**src/diwc_pkg.sv**
```systemverilog
package diwc_pkg;

    // Block sizing
    localparam int NUM_CHANNELS  = 16;
    localparam int SAMPLE_BITS   = 10;
    localparam int CHAN_BITS     = 4;
    localparam int WORD_BITS     = 16;
    localparam int CFG_IDX_BITS  = 3;
    localparam int CFG_DATA_BITS = 16;

    // Configuration register indexes
    localparam logic [CFG_IDX_BITS-1:0] REG_MASK_24V = 3'd0;
    localparam logic [CFG_IDX_BITS-1:0] REG_MASK_5V  = 3'd1;
    localparam logic [CFG_IDX_BITS-1:0] REG_HI_24V   = 3'd2;
    localparam logic [CFG_IDX_BITS-1:0] REG_LO_24V   = 3'd3;
    localparam logic [CFG_IDX_BITS-1:0] REG_OFF_24V  = 3'd4;
    localparam logic [CFG_IDX_BITS-1:0] REG_HI_5V    = 3'd5;
    localparam logic [CFG_IDX_BITS-1:0] REG_LO_5V    = 3'd6;
    localparam logic [CFG_IDX_BITS-1:0] REG_OFF_5V   = 3'd7;

    typedef logic [SAMPLE_BITS-1:0] t_sample;
    typedef logic [CHAN_BITS-1:0]   t_chan;
    typedef logic [WORD_BITS-1:0]   t_word;

    // One voltage window
    typedef struct packed {
        t_sample hi;
        t_sample lo;
        t_sample off;
    } t_window;

    // Full configuration as seen by the datapath
    typedef struct packed {
        t_word   mask_24v;
        t_word   mask_5v;
        t_window win_24v;
        t_window win_5v;
    } t_cfg;

    // Classification of one sample
    typedef struct packed {
        logic level;
        logic fault;
        logic in_range;
    } t_class;

endpackage

```
**src/diwc_ifs.sv**
```systemverilog
interface diwc_in_if;
    logic                   valid;
    logic                   ready;
    diwc_pkg::t_chan        channel;
    diwc_pkg::t_sample      sample;

    modport source (output valid, output channel, output sample, input ready);
    modport sink   (input valid, input channel, input sample, output ready);
endinterface

interface diwc_out_if;
    logic                   valid;
    logic                   ready;
    diwc_pkg::t_chan        chan_out;
    logic                   level;
    logic                   fault;
    diwc_pkg::t_word        levels_word;
    diwc_pkg::t_word        faults_word;

    modport source (output valid, output chan_out, output level, output fault,
                    output levels_word, output faults_word, input ready);
    modport sink   (input valid, input chan_out, input level, input fault,
                    input levels_word, input faults_word, output ready);
endinterface

interface diwc_cfg_if;
    logic                                   valid;
    logic                                   ready;
    logic [diwc_pkg::CFG_IDX_BITS-1:0]      index;
    logic [diwc_pkg::CFG_DATA_BITS-1:0]     data;

    modport source (output valid, output index, output data, input ready);
    modport sink   (input valid, input index, input data, output ready);
endinterface

```
**src/diwc_cfg_regs.sv**
```systemverilog
module diwc_cfg_regs (
    input  logic           i_clk,
    input  logic           i_rst_n,
    diwc_cfg_if.sink       i_cfg,
    output diwc_pkg::t_cfg o_cfg
);
    import diwc_pkg::*;

    t_cfg r_cfg;
    t_cfg n_cfg;

    // Always ready; a write lands in the addressed register
    assign i_cfg.ready = 1'b1;

    always_comb begin
        n_cfg = r_cfg;
        if (i_cfg.valid) begin
            case (i_cfg.index)
                REG_MASK_24V: n_cfg.mask_24v    = i_cfg.data[WORD_BITS-1:0];
                REG_MASK_5V:  n_cfg.mask_5v     = i_cfg.data[WORD_BITS-1:0];
                REG_HI_24V:   n_cfg.win_24v.hi  = i_cfg.data[SAMPLE_BITS-1:0];
                REG_LO_24V:   n_cfg.win_24v.lo  = i_cfg.data[SAMPLE_BITS-1:0];
                REG_OFF_24V:  n_cfg.win_24v.off = i_cfg.data[SAMPLE_BITS-1:0];
                REG_HI_5V:    n_cfg.win_5v.hi   = i_cfg.data[SAMPLE_BITS-1:0];
                REG_LO_5V:    n_cfg.win_5v.lo   = i_cfg.data[SAMPLE_BITS-1:0];
                REG_OFF_5V:   n_cfg.win_5v.off  = i_cfg.data[SAMPLE_BITS-1:0];
                default:      n_cfg = r_cfg;
            endcase
        end
    end

    always_ff @(posedge i_clk) begin
        if (!i_rst_n) begin
            r_cfg <= '0;
        end else begin
            r_cfg <= n_cfg;
        end
    end

    assign o_cfg = r_cfg;

endmodule

```
**src/diwc_classify.sv**
```systemverilog
module diwc_classify (
    input  diwc_pkg::t_cfg    i_cfg,
    input  diwc_pkg::t_chan   i_channel,
    input  diwc_pkg::t_sample i_sample,
    output diwc_pkg::t_class  o_class
);
    import diwc_pkg::*;

    logic    in_range;
    logic    use_24v;
    logic    use_5v;
    t_window win;
    logic    in_window;
    logic    below_off;

    // Pick the window: 24 V mask wins over 5 V mask
    assign in_range  = 32'(i_channel) < NUM_CHANNELS;
    assign use_24v   = i_cfg.mask_24v[i_channel];
    assign use_5v    = i_cfg.mask_5v[i_channel];
    assign win       = use_24v ? i_cfg.win_24v : i_cfg.win_5v;

    // Window and off-threshold compares
    assign in_window = (i_sample <= win.hi) && (i_sample >= win.lo);
    assign below_off = i_sample < win.off;

    always_comb begin
        o_class.in_range = in_range;
        if (in_range && (use_24v || use_5v)) begin
            if (in_window) begin
                o_class.level = 1'b1;
                o_class.fault = 1'b0;
            end else if (below_off) begin
                o_class.level = 1'b0;
                o_class.fault = 1'b0;
            end else begin
                o_class.level = 1'b1;
                o_class.fault = 1'b1;
            end
        end else begin
            // unassigned or out-of-range channel
            o_class.level = 1'b0;
            o_class.fault = 1'b1;
        end
    end

endmodule

```
**src/discrete_input_window_classifier.sv**
```systemverilog
// Channel   Dir   Handshake      Word
// i_cfg     in    valid/ready    index (3 b), data (16 b); ready always high
// i_in      in    valid/ready    channel (4 b), sample (10 b)
// o_out     out   valid/ready    chan_out, level, fault, levels_word, faults_word
//
// The input register loads at the accepting edge; classification and word update
// then load the result register, which raises the result valid.
// One word per cycle sustained while o_out is ready; both stages advance whenever the result
// register is empty or being taken, so a stall on o_out backs up into i_in.
// Synchronous active-low reset clears the valid flags, config registers, level and fault words.
module discrete_input_window_classifier (
    input  logic        i_clk,
    input  logic        i_rst_n,
    diwc_cfg_if.sink    i_cfg,
    diwc_in_if.sink     i_in,
    diwc_out_if.source  o_out
);
    import diwc_pkg::*;

    t_cfg    cfg;
    t_class  cls;

    logic    r_s1_valid;
    t_chan   r_s1_channel;
    t_sample r_s1_sample;

    logic    r_out_valid;
    t_chan   r_chan_out;
    logic    r_level;
    logic    r_fault;
    t_word   r_levels_word;
    t_word   r_faults_word;

    t_word   r_level_bits;
    t_word   r_fault_bits;
    t_word   n_level_bits;
    t_word   n_fault_bits;

    logic    s1_advance;
    logic    in_fire;

    diwc_cfg_regs u_cfg_regs (
        .i_clk   (i_clk),
        .i_rst_n (i_rst_n),
        .i_cfg   (i_cfg),
        .o_cfg   (cfg)
    );

    diwc_classify u_classify (
        .i_cfg     (cfg),
        .i_channel (r_s1_channel),
        .i_sample  (r_s1_sample),
        .o_class   (cls)
    );

    // Advance stage 1 when the result register is free or being drained
    assign s1_advance = r_s1_valid && (!r_out_valid || o_out.ready);
    assign i_in.ready = !r_s1_valid || s1_advance;
    assign in_fire    = i_in.valid && i_in.ready;

    // Input register
    always_ff @(posedge i_clk) begin
        if (!i_rst_n) begin
            r_s1_valid <= 1'b0;
        end else if (i_in.ready) begin
            r_s1_valid <= i_in.valid;
        end
    end

    always_ff @(posedge i_clk) begin
        if (in_fire) begin
            r_s1_channel <= i_in.channel;
            r_s1_sample  <= i_in.sample;
        end
    end

    // Update the channel's bits in the level and fault words
    always_comb begin
        n_level_bits = r_level_bits;
        n_fault_bits = r_fault_bits;
        if (cls.in_range) begin
            n_level_bits[r_s1_channel] = cls.level;
            n_fault_bits[r_s1_channel] = cls.fault;
        end
    end

    always_ff @(posedge i_clk) begin
        if (!i_rst_n) begin
            r_level_bits <= '0;
            r_fault_bits <= '0;
        end else if (s1_advance) begin
            r_level_bits <= n_level_bits;
            r_fault_bits <= n_fault_bits;
        end
    end

    // Result register
    always_ff @(posedge i_clk) begin
        if (!i_rst_n) begin
            r_out_valid <= 1'b0;
        end else if (s1_advance) begin
            r_out_valid <= 1'b1;
        end else if (o_out.ready) begin
            r_out_valid <= 1'b0;
        end
    end

    always_ff @(posedge i_clk) begin
        if (s1_advance) begin
            r_chan_out    <= r_s1_channel;
            r_level       <= cls.level;
            r_fault       <= cls.fault;
            r_levels_word <= n_level_bits;
            r_faults_word <= n_fault_bits;
        end
    end

    assign o_out.valid       = r_out_valid;
    assign o_out.chan_out    = r_chan_out;
    assign o_out.level       = r_level;
    assign o_out.fault       = r_fault;
    assign o_out.levels_word = r_levels_word;
    assign o_out.faults_word = r_faults_word;

endmodule

```
**src/flat_wrapper.sv**
```systemverilog
// flat-port wrapper written by rule: the top's interface ports become plain ports
module discrete_input_window_classifier_flat import diwc_pkg::*;
  (i_clk, i_rst_n, i_cfg_valid, i_cfg_index, i_cfg_data, i_cfg_ready, i_in_valid, i_in_channel, i_in_sample, i_in_ready, o_out_valid, o_out_chan_out, o_out_level, o_out_fault, o_out_levels_word, o_out_faults_word, o_out_ready);
  diwc_cfg_if i_cfg_i ();
  diwc_in_if i_in_i ();
  diwc_out_if o_out_i ();
  input  logic i_clk;
  input  logic i_rst_n;
  input wire logic [$bits(i_cfg_i.valid)-1:0] i_cfg_valid;
  input wire logic [$bits(i_cfg_i.index)-1:0] i_cfg_index;
  input wire logic [$bits(i_cfg_i.data)-1:0] i_cfg_data;
  output wire logic [$bits(i_cfg_i.ready)-1:0] i_cfg_ready;
  input wire logic [$bits(i_in_i.valid)-1:0] i_in_valid;
  input wire logic [$bits(i_in_i.channel)-1:0] i_in_channel;
  input wire logic [$bits(i_in_i.sample)-1:0] i_in_sample;
  output wire logic [$bits(i_in_i.ready)-1:0] i_in_ready;
  output wire logic [$bits(o_out_i.valid)-1:0] o_out_valid;
  output wire logic [$bits(o_out_i.chan_out)-1:0] o_out_chan_out;
  output wire logic [$bits(o_out_i.level)-1:0] o_out_level;
  output wire logic [$bits(o_out_i.fault)-1:0] o_out_fault;
  output wire logic [$bits(o_out_i.levels_word)-1:0] o_out_levels_word;
  output wire logic [$bits(o_out_i.faults_word)-1:0] o_out_faults_word;
  input wire logic [$bits(o_out_i.ready)-1:0] o_out_ready;
  assign i_cfg_i.valid = i_cfg_valid;
  assign i_cfg_i.index = i_cfg_index;
  assign i_cfg_i.data = i_cfg_data;
  assign i_cfg_ready = i_cfg_i.ready;
  assign i_in_i.valid = i_in_valid;
  assign i_in_i.channel = i_in_channel;
  assign i_in_i.sample = i_in_sample;
  assign i_in_ready = i_in_i.ready;
  assign o_out_valid = o_out_i.valid;
  assign o_out_chan_out = o_out_i.chan_out;
  assign o_out_level = o_out_i.level;
  assign o_out_fault = o_out_i.fault;
  assign o_out_levels_word = o_out_i.levels_word;
  assign o_out_faults_word = o_out_i.faults_word;
  assign o_out_i.ready = o_out_ready;
  discrete_input_window_classifier u_core (.i_clk(i_clk), .i_rst_n(i_rst_n), .i_cfg(i_cfg_i), .i_in(i_in_i), .o_out(o_out_i));
endmodule
```
**config.mk**
```make
export PLATFORM = sky130hd
export DESIGN_NAME = discrete_input_window_classifier_flat
export DESIGN_NICKNAME = d
export VERILOG_FILES = /design/src/diwc_pkg.sv /design/src/diwc_ifs.sv /design/src/diwc_cfg_regs.sv /design/src/diwc_classify.sv /design/src/discrete_input_window_classifier.sv /design/src/flat_wrapper.sv
export SDC_FILE = /design/constraint.sdc
export NUM_CORES = 1
export LEC_CHECK = 0
export BUFFER_PORTS_ARGS = -buffer_cell sky130_fd_sc_hd__buf_2
export CORE_MARGIN = 8
export CORE_UTILIZATION = 59
export CTS_CLUSTER_SIZE = 12
export DETAILED_ROUTE_END_ITERATION = 10
export GPL_ROUTABILITY_DRIVEN = 0
export PLACE_DENSITY = 0.8
export REMOVE_ABC_BUFFERS = 1
export SLEW_MARGIN = 20
export SYNTH_ARGS = -nofsm -noshare
export SYNTH_HDL_FRONTEND = slang
export SYNTH_SLANG_ARGS = --single-unit
```
**constraint.sdc**
```tcl
create_clock -name i_clk -period 5.34 [get_ports i_clk]
set_input_delay 0.267 -clock i_clk [delete_from_list [all_inputs] [get_ports i_clk]]
set_output_delay 0.267 -clock i_clk [all_outputs]
set_load 0.01 [all_outputs]
```
# Yosys cells after proc, flatten, opt, wreduce, memory -nomap -nowiden
# Index checks and enable logic that the tools add are counted.
# Widths: inputs -> output; s select.
[classes]
n_lt_le_gt_ge = 5
n_eq_ne = 7
mux = 14
n_reduce_logical = 19
[op_table]
columns = ["op", "count"]
rows = [
  ["$bwmux 16", 2],
  ["$mux 30", 1],
  ["$reduce_and 2->1", 8],
  ["$eq 3x3->1 const B", 4],
  ["$ge 10x10->1", 1],
  ["$le 10x10->1", 1],
  ["$lt 10x10->1", 1],
  ["$bmux 1 s4", 2],
  ["$eq 3x2->1 const B", 2],
  ["$mux 2", 3],
  ["$lt 4x5->1 const B", 1],
  ["$mux 1", 5],
  ["$demux 1 s4", 1],
  ["$ge 4x1->1 const B", 1],
  ["$logic_and 1x1->1", 4],
  ["$eq 3x1->1 const B", 1],
  ["$logic_not 3->1", 1],
  ["$logic_or 1x1->1", 3],
  ["$logic_not 1->1", 2],
  ["$reduce_bool 2->1", 1],
]
[word_totals]
register_bits = 178
input_bits = 38
elab_cells = 64

# Logic depth before layout (Yosys ltp)
# Gate-level depths: netlist of the first run.
[depth]
word_depth = 8
depth_mapped = 15

# Cells and area by module
# From an unflattened synthesis of the first run, not the netlist that was laid out.
[unflattened]
cells_unflattened = 716
area_unflattened_um2 = 8172.8
[modules_own_cells]
columns = ["module", "instances", "cells_per_inst", "area_each_um2", "seq_area_each_um2"]
rows = [
  ["discrete_input_window_classifier", 1, 253, 3463.3, 2242.2],
  ["diwc_cfg_regs", 1, 324, 3377.0, 1841.8],
  ["diwc_classify", 1, 139, 1332.5, 0.0],
]

# Worst setup path before layout of the first run
# OpenSTA, ideal clock, no wires.
[synth_timing]
path_kind = "reg2reg"
startpoint = "register u_core.r_s1_channel[0]"
endpoint = "register u_core.r_level_bits[10]"
arrival_ps = 3662
slack_ps = 1521
stages_incl_launch_ff = 16
path_cell_list = "edfxtp_1 -> buf_6 -> mux4_2 -> mux2i_1 -> mux2i_1 -> buf_2 -> buf_2 -> mux2i_1 -> ha_1 -> nand4_1 -> a21oi_1 -> a2111oi_0 -> or3b_2 -> nand2_1 -> buf_1 -> a311oi_2"
[synth_via]
elab_chain_len = 8
elab_cells_between_ends = 19
[synth_rtl]
columns = ["element", "line_no", "source"]
rows = [
  ["start: declaration", "discrete_input_window_classifier.sv:24", "t_chan r_s1_channel;"],
  ["start signal: assignment", "discrete_input_window_classifier.sv:72", "r_s1_channel <= i_in.channel;"],
  ["$bmux 1 s4", "diwc_classify.sv:18", "assign use_24v = i_cfg.mask_24v[i_channel];"],
  ["$mux 1 (not written as such)", "diwc_classify.sv:18", ""],
  ["$mux 30", "diwc_classify.sv:20", "assign win = use_24v ? i_cfg.win_24v : i_cfg.win_5v;"],
  ["$lt 10x10->1, or another cell as far along", "diwc_classify.sv:24", "assign below_off = i_sample < win.off;"],
  ["$mux 2 / $logic_and 1x1->1 (equally long branches)", "diwc_classify.sv:32, diwc_classify.sv:23", ""],
  ["$mux 2", "diwc_classify.sv:29", "if (in_window) begin"],
  ["$mux 2", "diwc_classify.sv:28", "if (in_range && (use_24v || use_5v)) begin"],
  ["$bwmux 16 *", "discrete_input_window_classifier.sv:82", "n_level_bits[r_s1_channel] = cls.level;"],
  ["end signal: assignment", "discrete_input_window_classifier.sv:92", "r_level_bits <= n_level_bits;"],
  ["end: declaration", "discrete_input_window_classifier.sv:34", "t_word r_level_bits;"],
]
# Mark *: on every way between the ends. The rest lies on a longest branch, timed or not. The select of a mux whose other input is x is not followed.
# A chain may end at the register's enable or synchronous reset.

# Worst setup path in the final report of the first run
[layout_timing]
startpoint = "register u_core.r_s1_channel[0]"
endpoint = "register u_core.r_faults_word[1], in the netlist u_core.o_out.faults_word[1] (data pin)"
[layout_via]
elab_chain_len = 8
elab_cells_between_ends = 19
[layout_rtl]
columns = ["element", "line_no", "source"]
rows = [
  ["$bmux 1 s4", "diwc_classify.sv:18", ""],
  ["$mux 1 (not written as such)", "diwc_classify.sv:18", ""],
  ["$mux 30", "diwc_classify.sv:20", ""],
  ["$lt 10x10->1, or another cell as far along", "diwc_classify.sv:24", ""],
  ["$mux 2 / $logic_and 1x1->1 (equally long branches)", "diwc_classify.sv:32, diwc_classify.sv:23", ""],
  ["$mux 2", "diwc_classify.sv:29", ""],
  ["$mux 2", "diwc_classify.sv:28", ""],
  ["$bwmux 16 *", "discrete_input_window_classifier.sv:83", "n_fault_bits[r_s1_channel] = cls.fault;"],
  ["via u_core.n_fault_bits[1]", "discrete_input_window_classifier.sv:37", "t_word n_fault_bits;"],
  ["end signal: assignment", "discrete_input_window_classifier.sv:114", "r_faults_word <= n_fault_bits;"],
  ["end: declaration", "discrete_input_window_classifier.sv:32", "t_word r_faults_word;"],
]
# Mark *: on every way through the listed nets, which the timed path passes. The rest lies on a longest branch. The select of a mux whose other input is x is not followed.

==> results of run 1 <==
## synthesized netlist by cell type, drive strengths merged (2+ instances only)
master	count	area share (%)
mux4	8	2.2
nand4b	2	0.22
and2	2	0.16
inv	7	0.33
buf	23	1.4
ha	29	4.5
nor2b	9	0.70
a21o	4	0.37
nor3	20	1.2
mux2i	46	5.7
clkbuf	37	1.8
edfxtp	52	19
nor2	45	2.1
o22ai	2	0.16
nand2b	13	1.0
a21oi	101	6.3
nand3	6	0.37
dfxtp	126	31
a311oi	16	2.5
o21ai	44	2.7
a31oi	33	2.6
mux2	2	0.28
a211oi	2	0.25
nand2	226	11
nand4	6	0.47
## power by group
group / internal, mW / switching [mW] / total, mW
Combinational: 0.0808 / 0.174 / 0.255
Sequential: 1.43 / 0.0228 / 1.45
Clock: 0.662 / 0.487 / 1.15
Total: 2.17 / 0.684 / 2.85
## logic make-up (layout without fill, tap and decap cells)
group / Yosys count / after routing / synth area share, %
compound gates: 209 / 209 / 15.8
simple gates: 331 / 331 / 17.0
buf+inv: 67 / 131 / 3.58
flops: 178 / 178 / 50.8
other cells: 1 / 1 / 0.0466
mux: 56 / 56 / 8.24
fa+ha+maj: 29 / 29 / 4.51
## cell usage in the layout (no fill, tap or decap), drive strengths merged, types with 8 or more instances in the layout
| cell | instances |
|---|---|
| nand2 | 226 |
| dfxtp | 126 |
| a21oi | 101 |
| buf | 90 |
| edfxtp | 52 |
| mux2i | 46 |
| nor2 | 45 |
| o21ai | 44 |
| a31oi | 33 |
| ha | 29 |
| clkbuf | 24 |
| nor3 | 20 |
| a311oi | 16 |
| nand2b | 13 |
| nor2b | 9 |
| mux4 | 8 |
| clkinv | 8 |
## through the flow
stage	cells	setup WS, ns	utilization, %	hold slack [ns]	total power [mW]
after floorplan	811	-0.486	-	0.366	1.62
after global placement	1077	1.32	63.9	0.441	1.72
after detailed placement	1077	1.15	63.9	0.445	1.73
after CTS	1111	1.14	68.1	0.00167	2.87
after global routing	1111	0.869	68.2	0.00361	2.96
final	1111	1.12	68.2	0.0169	2.85
## what timing repair did
item                                   CTS  global route
hold buffers                             2             0
endpoints found under the hold margin    2             0
gates resized for setup                  0             0
## per-layer routing
| metal | GRT usage, % | up-vias |
|---|---|---|
| li1 | - | 3181 |
| met1 | 28.8 | 3048 |
| met2 | 34.0 | 259 |
| met3 | 4.73 | 34 |
| met4 | 8.83 | 0 |
| met5 | 0 | - |
## state kept, by name (all words and copies together) (netlist names)
register                  cells
u_core.o_out.level            1
u_core.u_cfg_regs.o_cfg      92
u_core.o_out.faults_word     16
u_core.o_out.fault            1
u_core.r_fault_bits          16
u_core.r_s1_sample           10
u_core.r_s1_channel           4
u_core.r_level_bits          16
u_core.o_out.chan_out         4
u_core.r_s1_valid             1
u_core.o_out.levels_word     16
u_core.o_out.valid            1
## layout make-up
cell class | count | area share (%)
inverters | 7 | 0.304
multi-input cells | 626 | 40.7
flip-flops and latches | 178 | 45.1
repair buffers | 92 | 5.55
clock buffers | 24 | 5.22
clock inverters | 8 | 0.704
well taps | 176 | 2.43
## worst max-delay path by stage
stage	from	endpoint	slack (ns)
after floorplan	u_core.r_s1_channel[0]$_DFFE_PP_	u_core.o_out.levels_word[10]$_DFFE_PP_	-0.49
after global placement	u_core.r_s1_channel[0]$_DFFE_PP_	u_core.o_out.faults_word[4]$_DFFE_PP_	1.32
after detailed placement	u_core.r_s1_channel[0]$_DFFE_PP_	u_core.o_out.faults_word[10]$_DFFE_PP_	1.15
after CTS	u_core.r_s1_channel[0]$_DFFE_PP_	u_core.o_out.faults_word[10]$_DFFE_PP_	1.14
after global routing	u_core.r_s1_channel[0]$_DFFE_PP_	u_core.o_out.faults_word[10]$_DFFE_PP_	0.87
final	u_core.r_s1_channel[0]$_DFFE_PP_	u_core.o_out.faults_word[1]$_DFFE_PP_	1.12
==> metrics.md, run 1 <==
| Metric | Value |
|---|---|
| Cells after Synth | 871 |
| Remaining Overflow, GRT | 0 |
| CTS H-Tree Depth | 4 |
| CP max-delay cell | sky130_fd_sc_hd__mux2i_4 |
| Register area | 4080 um^2 |
| Met2 Routed Length | 8980 um |
| Overall routed net length | 19100 um |
| Post-synthesis register bit count | 178 |
| Unrepaired setup endpoints after global routing | no |
| Max-cap check violation count | 0 |
| Placed inst area | 8500 um^2 |
| Largest net degree at the start of global routing | 72 |
| Wire length of the first global-routing pass | 30900 um |
| Detailed-route vias per instance | 5.87 |
| Critical-path cell list | mux4_2 -> mux2i_1 -> mux2i_4 -> buf_4 -> mux2i_1 -> ha_1 -> nand2_1 -> nor3_1 -> a221oi_1 -> o21ai_0 -> o2bb2ai_2 -> buf_4 -> a31oi_1 |
| Site row count | 42 |
| Maximum clock rate | 237 MHz |
| Type of the most critical hold path | input port to register |
| Highest metal used | met4 |
| Total clock buffers created by CTS | 17 |
| Worst slew pin tran | 1.01 ns |
| Synth cell types | 43 |
| Maximum clock insertion buffer count | 2 |
| Share of async-settable or async-resettable flops after synthesis | 0% |
| Fill count | 1057 |
| EDFF count, synth | 52 |
| Detailed placement HPWL | 12900 um |
| Final std cell area, no fill | 9060 um^2 |
| Worst hold start | i_in_sample[8] |
| Class of the most critical setup path | register to register |
| Total standard cell area after synthesis | 8040 um^2 |
| Layout net count | 989 |
| Critical Path End Type | register |
| Critical path buffer and inverter count | 2 |
| Reg2Reg Launch Point | u_core.r_s1_channel[0]$_DFFE_PP_ |
| Total via count after detailed routing | 6522 |
| Critical R2R Capture | u_core.o_out.faults_word[1]$_DFFE_PP_ |
| Routed wirelength normalized by instance count | 17.2 um |
| Cell depth of the worst setup path | 13 |
| CTS tree | yes |
| Antenna violations before repair | 0 |
| Die Y | 133 um |
| Drt first-iter violations | 626 |
| Required time at the endpoint of the critical path | 5.48 ns |
| Number of I/O pins | 79 |
| Core Footprint | 13300 um^2 |
| Cell leakage power | 3.09 nW |
| Pins Over Slew Limit | 0 |
| Final setup TNS | 0 ns |
| R2r worst-path depth | 13 |
| Amount of wire on met3 after detailed routing | 1470 um |
| Final clock period utilization by the worst path | 79.0% |
| Power density over the cells | 315 nW/um^2 |
| Wire length on met1 | 8260 um |
| Root buffer selected by CTS | sky130_fd_sc_hd__clkbuf_16 |
| Relative slew slack | 32.4% |
| Primary FF master, synth | sky130_fd_sc_hd__dfxtp_1 |
| Worst Hold Path EP | u_core.r_s1_sample[8]$_DFFE_PP_ |
| Seq/Total Area, Yosys | 50.8% |
| Largest fanout of any net on the critical path | 33 |
| Register-to-register setup slack | 1.12 ns |
| Via count of the first global-routing pass | 5970 |
| Hold violation count in the final report | 0 |
| CP startpoint kind | register |
| First drt pass iteration count | 5 |
| Clock sinks | 178 |
| Mean area per synthesized cell | 9.24 um^2 |
| Final setup viols | 0 |
| Area of the multi-input gates | 3690 um^2 |
| Antenna diode count | 0 |
| Clock Skew | 0.0118 ns |
| Number of instances on the worst hold path | 1 |
| Die footprint | 17600 um^2 |
| Kind of cell adding the most delay to the critical path | multiplexers |
| Total of warnings raised by yosys | 0 |
| Worst skew pair latency | 0.43 ns |
| Number of nets with antenna violations after routing | 0 |
| Clock-pin slew reported for the worst setup and hold paths after clock tree synthesis | 0.07 ns |
| Effective utilization at floorplan | 60.5% |
| Status | finished clean |
| Maximum resistive drop on vdd | 0.000198 V |
| DR DRC count | 0 |
| Ratio of cells with drive above 1 in the final layout | 15.2% |
| Post-CTS Setup Bufs | 0 |
| Area overhead of the layout relative to synthesis | 12.7% |
| Post-layout minimum cycle time | 4.22 ns |
| Arrival time of the worst setup path | 4.36 ns |
| Die width | 133 um |
| Max stage delay on crit path | 0.56 ns |
| Number of port buffers | 77 |
| Aggregate global-route resource usage | 21.8% |
(Power assumes the default switching activity.)
==> inputs of run 2 (changes only) <==
--- a/config.mk
+++ b/config.mk
@@ -5,6 +5,7 @@
 export SDC_FILE = /design/constraint.sdc
 export NUM_CORES = 1
 export LEC_CHECK = 0
+export ABC_AREA = 1
 export BUFFER_PORTS_ARGS = -buffer_cell sky130_fd_sc_hd__buf_2
 export CORE_MARGIN = 8
 export CORE_UTILIZATION = 59
==> constraint.sdc (replaced) <==
create_clock -name i_clk -period 4.1 [get_ports i_clk]
set_input_delay 0.205 -clock i_clk [delete_from_list [all_inputs] [get_ports i_clk]]
set_output_delay 0.205 -clock i_clk [all_outputs]
set_load 0.01 [all_outputs]
==> metrics.md, run 2 <==
| Metric | Value |
|---|---|
| Post-synthesis register bit count | 178 (unchanged) |
| Maximum resistive drop on vdd | 0.000336 V (+70%) |
| CP dominant cell by count | sky130_fd_sc_hd__nand2_1 |
| Most frequent cells in the layout | sky130_fd_sc_hd__nor2_1, sky130_fd_sc_hd__nand2_1, sky130_fd_sc_hd__dfxtp_1 |
| Detailed placement HPWL | 12900 um (+0.63%) |
| Synth cell types | 35 (-19%) |
| Antenna diode count | 0 (unchanged) |
| Class of the most critical setup path | register to register |
| Effective utilization at floorplan | 59.6% (-0.86 points) |
| Relative slew slack | 38.6% (+6.2 points) |
| Clock network power share | 39.9% (-0.4 points) |
| Total via count after detailed routing | 6854 (+5.1%) |
| Largest net degree at the start of global routing | 109 (+51%) |
| Antenna violations before repair | 0 (unchanged) |
| Placed inst area | 8630 um^2 (+1.6%) |
| Wire length of the first global-routing pass | 31900 um (+3.1%) |
| Final clock period utilization by the worst path | 90.7% (+12 points) |
| Clock Skew | 0.00889 ns (-0.00286 ns) |
| Required time at the endpoint of the critical path | 4.29 ns (-1.19 ns) |
| Cells taking the most area after synthesis | sky130_fd_sc_hd__dfxtp_1, sky130_fd_sc_hd__edfxtp_1, sky130_fd_sc_hd__nor2_1 |
| Die footprint | 17900 um^2 (+1.5%) |
| Site row count | 43 (+2.4%) |
| Detailed-route vias per instance | 5.43 (-7.6%) |
| CTS tree | yes |
| CTS H-Tree Depth | 4 (unchanged) |
| Clock sinks | 178 (unchanged) |
| Setup Slack @ Placement | 0.159 ns (-0.992 ns) |
| CP max-delay cell | sky130_fd_sc_hd__edfxtp_1 |
| Total of warnings raised by yosys | 0 (unchanged) |
| Proportion of total power due to net switching | 25.5% (+1.5 points) |
| Final worst-path setup slack | 0.380 ns (-0.740 ns) |
| Share of async-settable or async-resettable flops after synthesis | 0% (unchanged) |
| Combinational Power Share | 11.0% (+2.1 points) |
| Top cells by count, synth | sky130_fd_sc_hd__nor2_1, sky130_fd_sc_hd__nand2_1, sky130_fd_sc_hd__dfxtp_1, sky130_fd_sc_hd__o21ai_0, sky130_fd_sc_hd__inv_1 |
| Die width | 134 um (+0.75%) |
| CP startpoint kind | register |
| Final setup viols | 0 (unchanged) |
| Via count of the first global-routing pass | 6550 (+9.7%) |
| Clock-pin slew reported for the worst setup and hold paths after clock tree synthesis | 0.06 ns (about the same) |
| Int Pwr | 2.96 mW (+36%) |
| Type of the most critical hold path | input port to register |
| Unrepaired setup endpoints after global routing | no |
| Area overhead of the layout relative to synthesis | 14.8% |
| Layout net count | 1137 (+15%) |
| Total standard cell area after synthesis | 8180 um^2 (+1.7%) |
| Arrival time of the worst setup path | 3.91 ns (-0.45 ns) |
| Most common library cell in the layout ignoring fill and taps | sky130_fd_sc_hd__nor2_1 |
| Ratio of cells with drive above 1 in the final layout | 16.7% (+1.5 points) |
| Cell accounting for the most synthesized area | sky130_fd_sc_hd__dfxtp_1 |
| Die Y | 134 um (+0.75%) |
| Fill count | 1079 (+2.1%) |
| Number of I/O pins | 79 (unchanged) |
| Critical Path End Type | register |
| Routed wirelength normalized by instance count | 15.7 um (-8.7%) |
| Cell leakage power | 4.46 nW (+44%) |
| Final setup TNS | 0 ns (unchanged) |
| Final std cell area, no fill | 9390 um^2 (+3.6%) |
| Max stage delay on crit path | 0.45 ns (-0.11 ns) |
| DR DRC count | 0 (unchanged) |
| Top-count cell post-synth | sky130_fd_sc_hd__nor2_1 |
| Seq/Total Area, Yosys | 49.9% (-0.86 points) |
| First drt pass iteration count | 6 (+1) |
| Aggregate global-route resource usage | 22.2% (+0.42 points) |
| Area of the multi-input gates | 3550 um^2 (-3.9%) |
| Post-layout minimum cycle time | 3.72 ns (-0.500 ns) |
| Maximum clock rate | 269 MHz (+13%) |
| Cells after Synth | 998 (+15%) |
| Kind of cell adding the most delay to the critical path | simple AND/OR/NAND/NOR gates |
| Maximum clock insertion buffer count | 2 (unchanged) |
| Switching power of the nets | 1.01 mW (+48%) |
| Primary FF master, synth | sky130_fd_sc_hd__dfxtp_1 |
| Total power of the final layout | 3.97 mW (+39%) |
| Flip-flop count of the largest register, all copies and words added | 92 (unchanged) |
| Largest fanout of any net on the critical path | 17 (-48%) |
| Non-filler instance count after layout | 1263 (+14%) |
| Hold violation count in the final report | 0 (unchanged) |
| Remaining Overflow, GRT | 0 (unchanged) |
| Critical path buffer and inverter count | 3 (+1) |
| Critical-path cell list | buf_4 -> nand2_1 -> nand2_1 -> nand2_1 -> nand2_1 -> nand2_1 -> nand2_1 -> nor2_4 -> buf_12 -> mux2i_1 -> ha_1 -> a21oi_1 -> nor2_1 -> a211oi_1 -> o211ai_1 -> nand2_1 -> nand2_1 -> nand2_4 -> nand3_2 -> nand2_1 -> inv_1 |
| Worst skew pair latency | 0.44 ns (about the same) |
| Number of nets with antenna violations after routing | 0 (unchanged) |
| Area share of the largest cell type after synthesis | 30.8% (-0.53 points) |
| Core Footprint | 13700 um^2 (+3.2%) |
| Total clock buffers created by CTS | 17 (unchanged) |
| Status | finished clean |
| Pins Over Slew Limit | 0 (unchanged) |
| Worst slew pin tran | 0.921 ns (-0.0919 ns) |
| Sequential Power Share | 49.1% (-1.7 points) |
| Mean area per synthesized cell | 8.20 um^2 (-11%) |
| Root buffer selected by CTS | sky130_fd_sc_hd__clkbuf_16 |
| Power density over the cells | 422 nW/um^2 (+34%) |
| EDFF count, synth | 52 (unchanged) |
| Drt first-iter violations | 529 (-15%) |
| Cell count after placement | 1214 (+13%) |
| Number of port buffers | 77 (unchanged) |
| Max-cap check violation count | 0 (unchanged) |
| Register area | 4080 um^2 (unchanged) |
| Overall routed net length | 19900 um (+3.8%) |
[run 2: cell count changes after synthesis, sizes merged, moves of 18 or more]
cell,before,now
nor3,20,2
a31oi,33,0
o21ai,44,110
mux2i,46,27
nand3,6,53
nor2,45,255
a21oi,101,30
nand2,226,139
inv,7,76
[run 2: logic make-up (layout without fill, tap and decap cells)]
logic type      Yosys count  in the layout  synth area share (%)
simple gates            471            471                  24.5
other cells               1              1                0.0458
buf+inv                 134            219                  6.88
flops                   178            178                  49.9
compound gates          156            156                  10.7
fa+ha+maj                29             29                  4.43
mux                      29             29                  3.58
[run 2: area by class of cell]
type,instances,area share (%)
Sequential cell,178,43.5
Clock inverter,10,0.706
Timing Repair Buffer,105,6.85
Tap cell,180,2.40
Multi-Input combinational cell,686,37.8
Inverter,82,3.29
Clock buffer,22,5.51
[run 2: worst reg2reg max path, cell delays in order, from the launching register on]
cell and delay, ns:
sky130_fd_sc_hd__edfxtp_1 0.45, sky130_fd_sc_hd__buf_4 0.19, sky130_fd_sc_hd__nand2_1 0.06, sky130_fd_sc_hd__nand2_1 0.05
sky130_fd_sc_hd__nand2_1 0.05, sky130_fd_sc_hd__nand2_1 0.06, sky130_fd_sc_hd__nand2_1 0.05, sky130_fd_sc_hd__nand2_1 0.10
sky130_fd_sc_hd__nor2_4 0.38, sky130_fd_sc_hd__buf_12 0.23, sky130_fd_sc_hd__mux2i_1 0.21, sky130_fd_sc_hd__ha_1 0.26
sky130_fd_sc_hd__a21oi_1 0.16, sky130_fd_sc_hd__nor2_1 0.05, sky130_fd_sc_hd__a211oi_1 0.25, sky130_fd_sc_hd__o211ai_1 0.12
sky130_fd_sc_hd__nand2_1 0.07, sky130_fd_sc_hd__nand2_1 0.13, sky130_fd_sc_hd__nand2_4 0.32, sky130_fd_sc_hd__nand3_2 0.12
sky130_fd_sc_hd__nand2_1 0.13, sky130_fd_sc_hd__inv_1 0.05
[run 2: final timing paths]
check                                              to                               startpoint  slack (ns)  depth (start not counted)
max reg2reg    u_core.o_out.faults_word[12]$_DFFE_PP_         u_core.r_s1_channel[0]$_DFFE_PP_        0.38                         21
max            u_core.o_out.faults_word[12]$_DFFE_PP_         u_core.r_s1_channel[0]$_DFFE_PP_        0.38                         21
min reg2reg   u_core.u_cfg_regs.o_cfg[0]$_SDFFE_PN0P_  u_core.u_cfg_regs.o_cfg[0]$_SDFFE_PN0P_        0.49                          2
min          u_core.u_cfg_regs.o_cfg[89]$_SDFFE_PN0P_                           i_cfg_data[13]        0.02                          3
[run 2: layer usage]
metal  up-vias  wire length, um  track usage, %
met5         -                0               0
met2       239             9450            36.5
met3        31             1260            4.29
met4         0              383            9.86
li1       3384                -               -
met1      3200             8770            27.9
[run 2: repair_timing]
action                                  CTS  global route
endpoints found under the setup margin    0            66
hold buffers                             14             0
setup buffers                             0             3
gates resized for setup                   0             2
endpoints found under the hold margin    14             0
[run 2: power by group through the flow]
stage | sequential, mW | clock [mW] | combinational (mW)
finish | 1.95 | 1.58 | 0.436
global route | 1.95 | 1.66 | 0.482
CTS | 1.95 | 1.59 | 0.427
detailed placement | 1.98 | 0 | 0.412
global placement | 1.98 | 0 | 0.401
floorplan | 1.98 | 0 | 0.253
[run 2: through the flow]
| step | utilization, % | hold slack, ns |
|---|---|---|
| floorplan | - | 0.304 |
| global placement | 62.9 | 0.381 |
| detailed placement | 62.9 | 0.383 |
| CTS | 68.2 | 0.00847 |
| global route | 68.5 | 0.0216 |
| finish | 68.5 | 0.0170 |
==> inputs of run 3 (changes only) <==
--- a/config.mk
+++ b/config.mk
@@ -8,13 +8,14 @@
 export ABC_AREA = 1
 export BUFFER_PORTS_ARGS = -buffer_cell sky130_fd_sc_hd__buf_2
 export CORE_MARGIN = 8
-export CORE_UTILIZATION = 59
+export CORE_UTILIZATION = 64
 export CTS_CLUSTER_SIZE = 12
 export DETAILED_ROUTE_END_ITERATION = 10
 export GPL_ROUTABILITY_DRIVEN = 0
-export PLACE_DENSITY = 0.8
+export PLACE_DENSITY = 0.85
 export REMOVE_ABC_BUFFERS = 1
 export SLEW_MARGIN = 20
 export SYNTH_ARGS = -nofsm -noshare
 export SYNTH_HDL_FRONTEND = slang
+export SYNTH_HIERARCHICAL = 1
 export SYNTH_SLANG_ARGS = --single-unit
==> constraint.sdc (replaced) <==
create_clock -name i_clk -period 4.6 [get_ports i_clk]
set_input_delay 0.23 -clock i_clk [delete_from_list [all_inputs] [get_ports i_clk]]
set_output_delay 0.23 -clock i_clk [all_outputs]
set_load 0.01 [all_outputs]
==> metrics.md, run 3 <==
| Metric | Value |
|---|---|
| EDFF count, synth | 52 (unchanged) |
| Pins Over Slew Limit | 0 (unchanged) |
| Setup Slack @ Placement | 0.602 ns (+0.442 ns) |
| Wire length of the first global-routing pass | 34000 um (+6.7%) |
| Post-CTS Setup Bufs | 0 (unchanged) |
| Area share of the largest cell type after synthesis | 29.3% (-1.5 points) |
| Multiplexer fraction of the synthesized cell area | 3.14% (-0.44 points) |
| Unrepaired setup endpoints after global routing | no |
| Final clock period utilization by the worst path | 91.5% (+0.72 points) |
| Via count of the first global-routing pass | 7077 (+8.0%) |
| Critical Path End Type | register |
| Ratio of cells with drive above 1 in the final layout | 10.8% (-5.9 points) |
| First drt pass iteration count | 7 (+1) |
| Class of the most critical setup path | register to register |
| Total via count after detailed routing | 7772 (+13%) |
| CP max-delay cell | sky130_fd_sc_hd__edfxtp_1 |
| Hold violation count in the final report | 0 (unchanged) |
| Required time at the endpoint of the critical path | 4.98 ns (+0.69 ns) |
| Final worst-path setup slack | 0.393 ns (+0.0132 ns) |
| Primary FF master, synth | sky130_fd_sc_hd__dfxtp_1 |
| Compound-Gate Fraction of Synth Area | 2.30% (-8.4 points) |
| Area overhead of the layout relative to synthesis | 13.1% |
| Worst hold slack after final layout | 0.0777 ns (+0.0607 ns) |
| Layout net count | 1287 (+13%) |
| Number of I/O pins | 79 (unchanged) |
| Max stage delay on crit path | 0.63 ns (+0.18 ns) |
| Cells after Synth | 1153 (+16%) |
| Core Footprint | 13200 um^2 (-3.9%) |
| Basic-gate share of the synthesized area counting and, or, nand and nor cells | 35.4% (+11 points) |
| Clock-pin slew reported for the worst setup and hold paths after clock tree synthesis | 0.06 ns (about the same) |
| Utilization after layout | 73.8% (+5.4 points) |
| Post-synthesis register bit count | 178 (unchanged) |
| Cell leakage power | 4.49 nW (+0.78%) |
| Final setup viols | 0 (unchanged) |
| Antenna diode count | 0 (unchanged) |
| CTS H-Tree Depth | 4 (unchanged) |
| Remaining Overflow, GRT | 0 (unchanged) |
| Antenna violations before repair | 0 (unchanged) |
| Flip-flop count of the largest register, all copies and words added | 92 (unchanged) |
| Clock sinks | 178 (unchanged) |
| Root buffer selected by CTS | sky130_fd_sc_hd__clkbuf_16 |
| Clock Skew | 0.00980 ns (+0.000911 ns) |
| Synth cell types | 33 (-5.7%) |
| Number of nets with antenna violations after routing | 0 (unchanged) |
| Effective utilization at floorplan | 65.3% (+5.6 points) |
| Non-filler instance count after layout | 1409 (+12%) |
| Relative slew slack | 30.7% (-7.9 points) |
| Type of the most critical hold path | input port to register |
| Number of port buffers | 77 (unchanged) |
| Seq/Total Area, Yosys | 47.4% (-2.5 points) |
| Cell count after placement | 1362 (+12%) |
| Top cells by count, synth | sky130_fd_sc_hd__nand2_1, sky130_fd_sc_hd__nor2_1, sky130_fd_sc_hd__nand3_1, sky130_fd_sc_hd__dfxtp_1, sky130_fd_sc_hd__inv_1 |
| Mean area per synthesized cell | 7.47 um^2 (-8.9%) |
| Worst slew pin tran | 1.04 ns (+0.118 ns) |
| Routed wirelength normalized by instance count | 14.6 um (-6.9%) |
| Status | finished clean |
| Most common library cell in the layout ignoring fill and taps | sky130_fd_sc_hd__nand2_1 |
| CTS tree | yes |
| Cell accounting for the most synthesized area | sky130_fd_sc_hd__dfxtp_1 |
| Die Y | 132 um (-1.3%) |
| Largest fanout of any net on the critical path | 21 (+4) |
| Largest net degree at the start of global routing | 103 (-5.5%) |
| CP dominant cell by count | sky130_fd_sc_hd__nand3_1 |
| Critical-path cell list | inv_4 -> nand2_1 -> nand3_1 -> nand3_1 -> nand3_2 -> nand2_2 -> buf_4 -> mux2i_1 -> ha_1 -> a21oi_1 -> o21ai_0 -> nand4_1 -> nand3_1 -> a21oi_1 -> o21ai_0 -> nand3_1 -> nand2_1 -> inv_1 -> buf_4 -> nand3_1 -> nand3_1 -> nand2_1 -> inv_1 |
| Adder-cell share of the synthesized area | 4.21% (-0.22 points) |
| Detailed-route vias per instance | 5.52 (+1.6%) |
| Share of async-settable or async-resettable flops after synthesis | 0% (unchanged) |
| Top-count cell post-synth | sky130_fd_sc_hd__nand2_1 |
| Maximum resistive drop on vdd | 0.000259 V (-23%) |
| CP startpoint kind | register |
| Maximum clock rate | 238 MHz (-12%) |
| Aggregate global-route resource usage | 23.5% (+1.3 points) |
| Detailed placement HPWL | 13300 um (+2.9%) |
| Post-layout minimum cycle time | 4.21 ns (+0.487 ns) |
| Overall routed net length | 20600 um (+3.8%) |
| Power density over the cells | 368 nW/um^2 (-13%) |
| Most frequent cells in the layout | sky130_fd_sc_hd__nand2_1, sky130_fd_sc_hd__nor2_1, sky130_fd_sc_hd__nand3_1 |
| Worst skew pair latency | 0.43 ns (about the same) |
| Total clock buffers created by CTS | 17 (unchanged) |
| Total of warnings raised by yosys | 6 (+6) |
| Die footprint | 17400 um^2 (-2.6%) |
| Combinational family with the most area after synthesis | simple AND/OR/NAND/NOR gates |
| Site row count | 42 (-2.3%) |
| Die width | 132 um (-1.3%) |
| Maximum clock insertion buffer count | 2 (unchanged) |
| Total standard cell area after synthesis | 8610 um^2 (+5.2%) |
| Arrival time of the worst setup path | 4.59 ns (+0.68 ns) |
| Final setup TNS | 0 ns (unchanged) |
| Max-cap check violation count | 0 (unchanged) |
| DR DRC count | 0 (unchanged) |
| Drt first-iter violations | 833 (+57%) |
| Area share of xor/xnor cells in the synthesized design | 0% (unchanged) |
| Fill count | 1024 (-5.1%) |
| Cells taking the most area after synthesis | sky130_fd_sc_hd__dfxtp_1, sky130_fd_sc_hd__edfxtp_1, sky130_fd_sc_hd__nand2_1 |
-- run 3: repair_timing --
item / in CTS / in global routing
hold buffers: 13 / 1
resized for setup: 0 / 0
hold endpoints to repair: 13 / 1
-- run 3: final timing paths --
check / start / endpoint / slack (ns) / cells past startpoint
hold / removal: i_in_valid / u_core/r_s1_valid$_SDFFE_PN0P_ / 0.08 / 3
setup / recovery: u_core/r_s1_channel[0]$_DFFE_PP_ / u_core/r_level_bits[1]$_SDFFE_PN0P_ / 0.39 / 23
hold reg to reg: u_core/u_cfg_regs/o_cfg[0]$_SDFFE_PN0P_ / u_core/u_cfg_regs/o_cfg[0]$_SDFFE_PN0P_ / 0.48 / 2
setup reg to reg: u_core/r_s1_channel[0]$_DFFE_PP_ / u_core/r_level_bits[1]$_SDFFE_PN0P_ / 0.39 / 23
-- run 3: worst max-delay path: cells and delay by family, from the launching register on --
kind                     cells  cell delay (ns)
AND/OR/NAND/NOR             12             1.64
buffers and inverters        5             0.82
flip-flops                   1             0.63
AO/OA/AOI/OAI                4             0.54
adder cells (fa/ha/maj)      1             0.27
multiplexers                 1             0.24
-- run 3: layout make-up --
cell class / count / area, um^2 / share of cell area [%]
inverter: 91 / 344 / 3.53
multi-input combinational: 831 / 3920 / 40.2
tap: 176 / 220 / 2.26
clock buffer: 20 / 437 / 4.48
sequential: 178 / 4080 / 41.9
timing repair buffer: 101 / 621 / 6.37
clock inverter: 12 / 116 / 1.19
-- run 3: per-stage QoR --
| stage | cell area (um^2) | power, mW |
|---|---|---|
| floorplan | 8320 | 2.08 |
| finish | 9740 | 3.58 |
| detailed placement | 9010 | 2.22 |
| CTS | 9700 | 3.58 |
| global route | 9740 | 3.72 |
| global placement | 9010 | 2.21 |
-- run 3: report_power, final --
group          internal [mW]  switching (mW)  total [mW]
Combinational          0.166           0.306       0.472
Sequential              1.70          0.0457        1.74
Clock                  0.789           0.577        1.37
Total                   2.65           0.928        3.58
-- run 3: cells by family after synthesis --
kind of cell               count (synthesis)
buffers and inverters                    144
adders and majority gates                 29
other                                      2
and+or+nand+nor                          739
muxes                                     27
AOI/OAI and AO/OA                         34
DFF                                      178
-- run 3: metal layers --
metal  global-route usage, %  routed length [um]  vias to the layer above
met3                    5.75                1750                       34
met1                    30.2                8850                     3575
li1                        -                   -                     3821
met4                    8.74                 382                        0
met5                       0                   0                        -
met2                    37.6                9640                      342
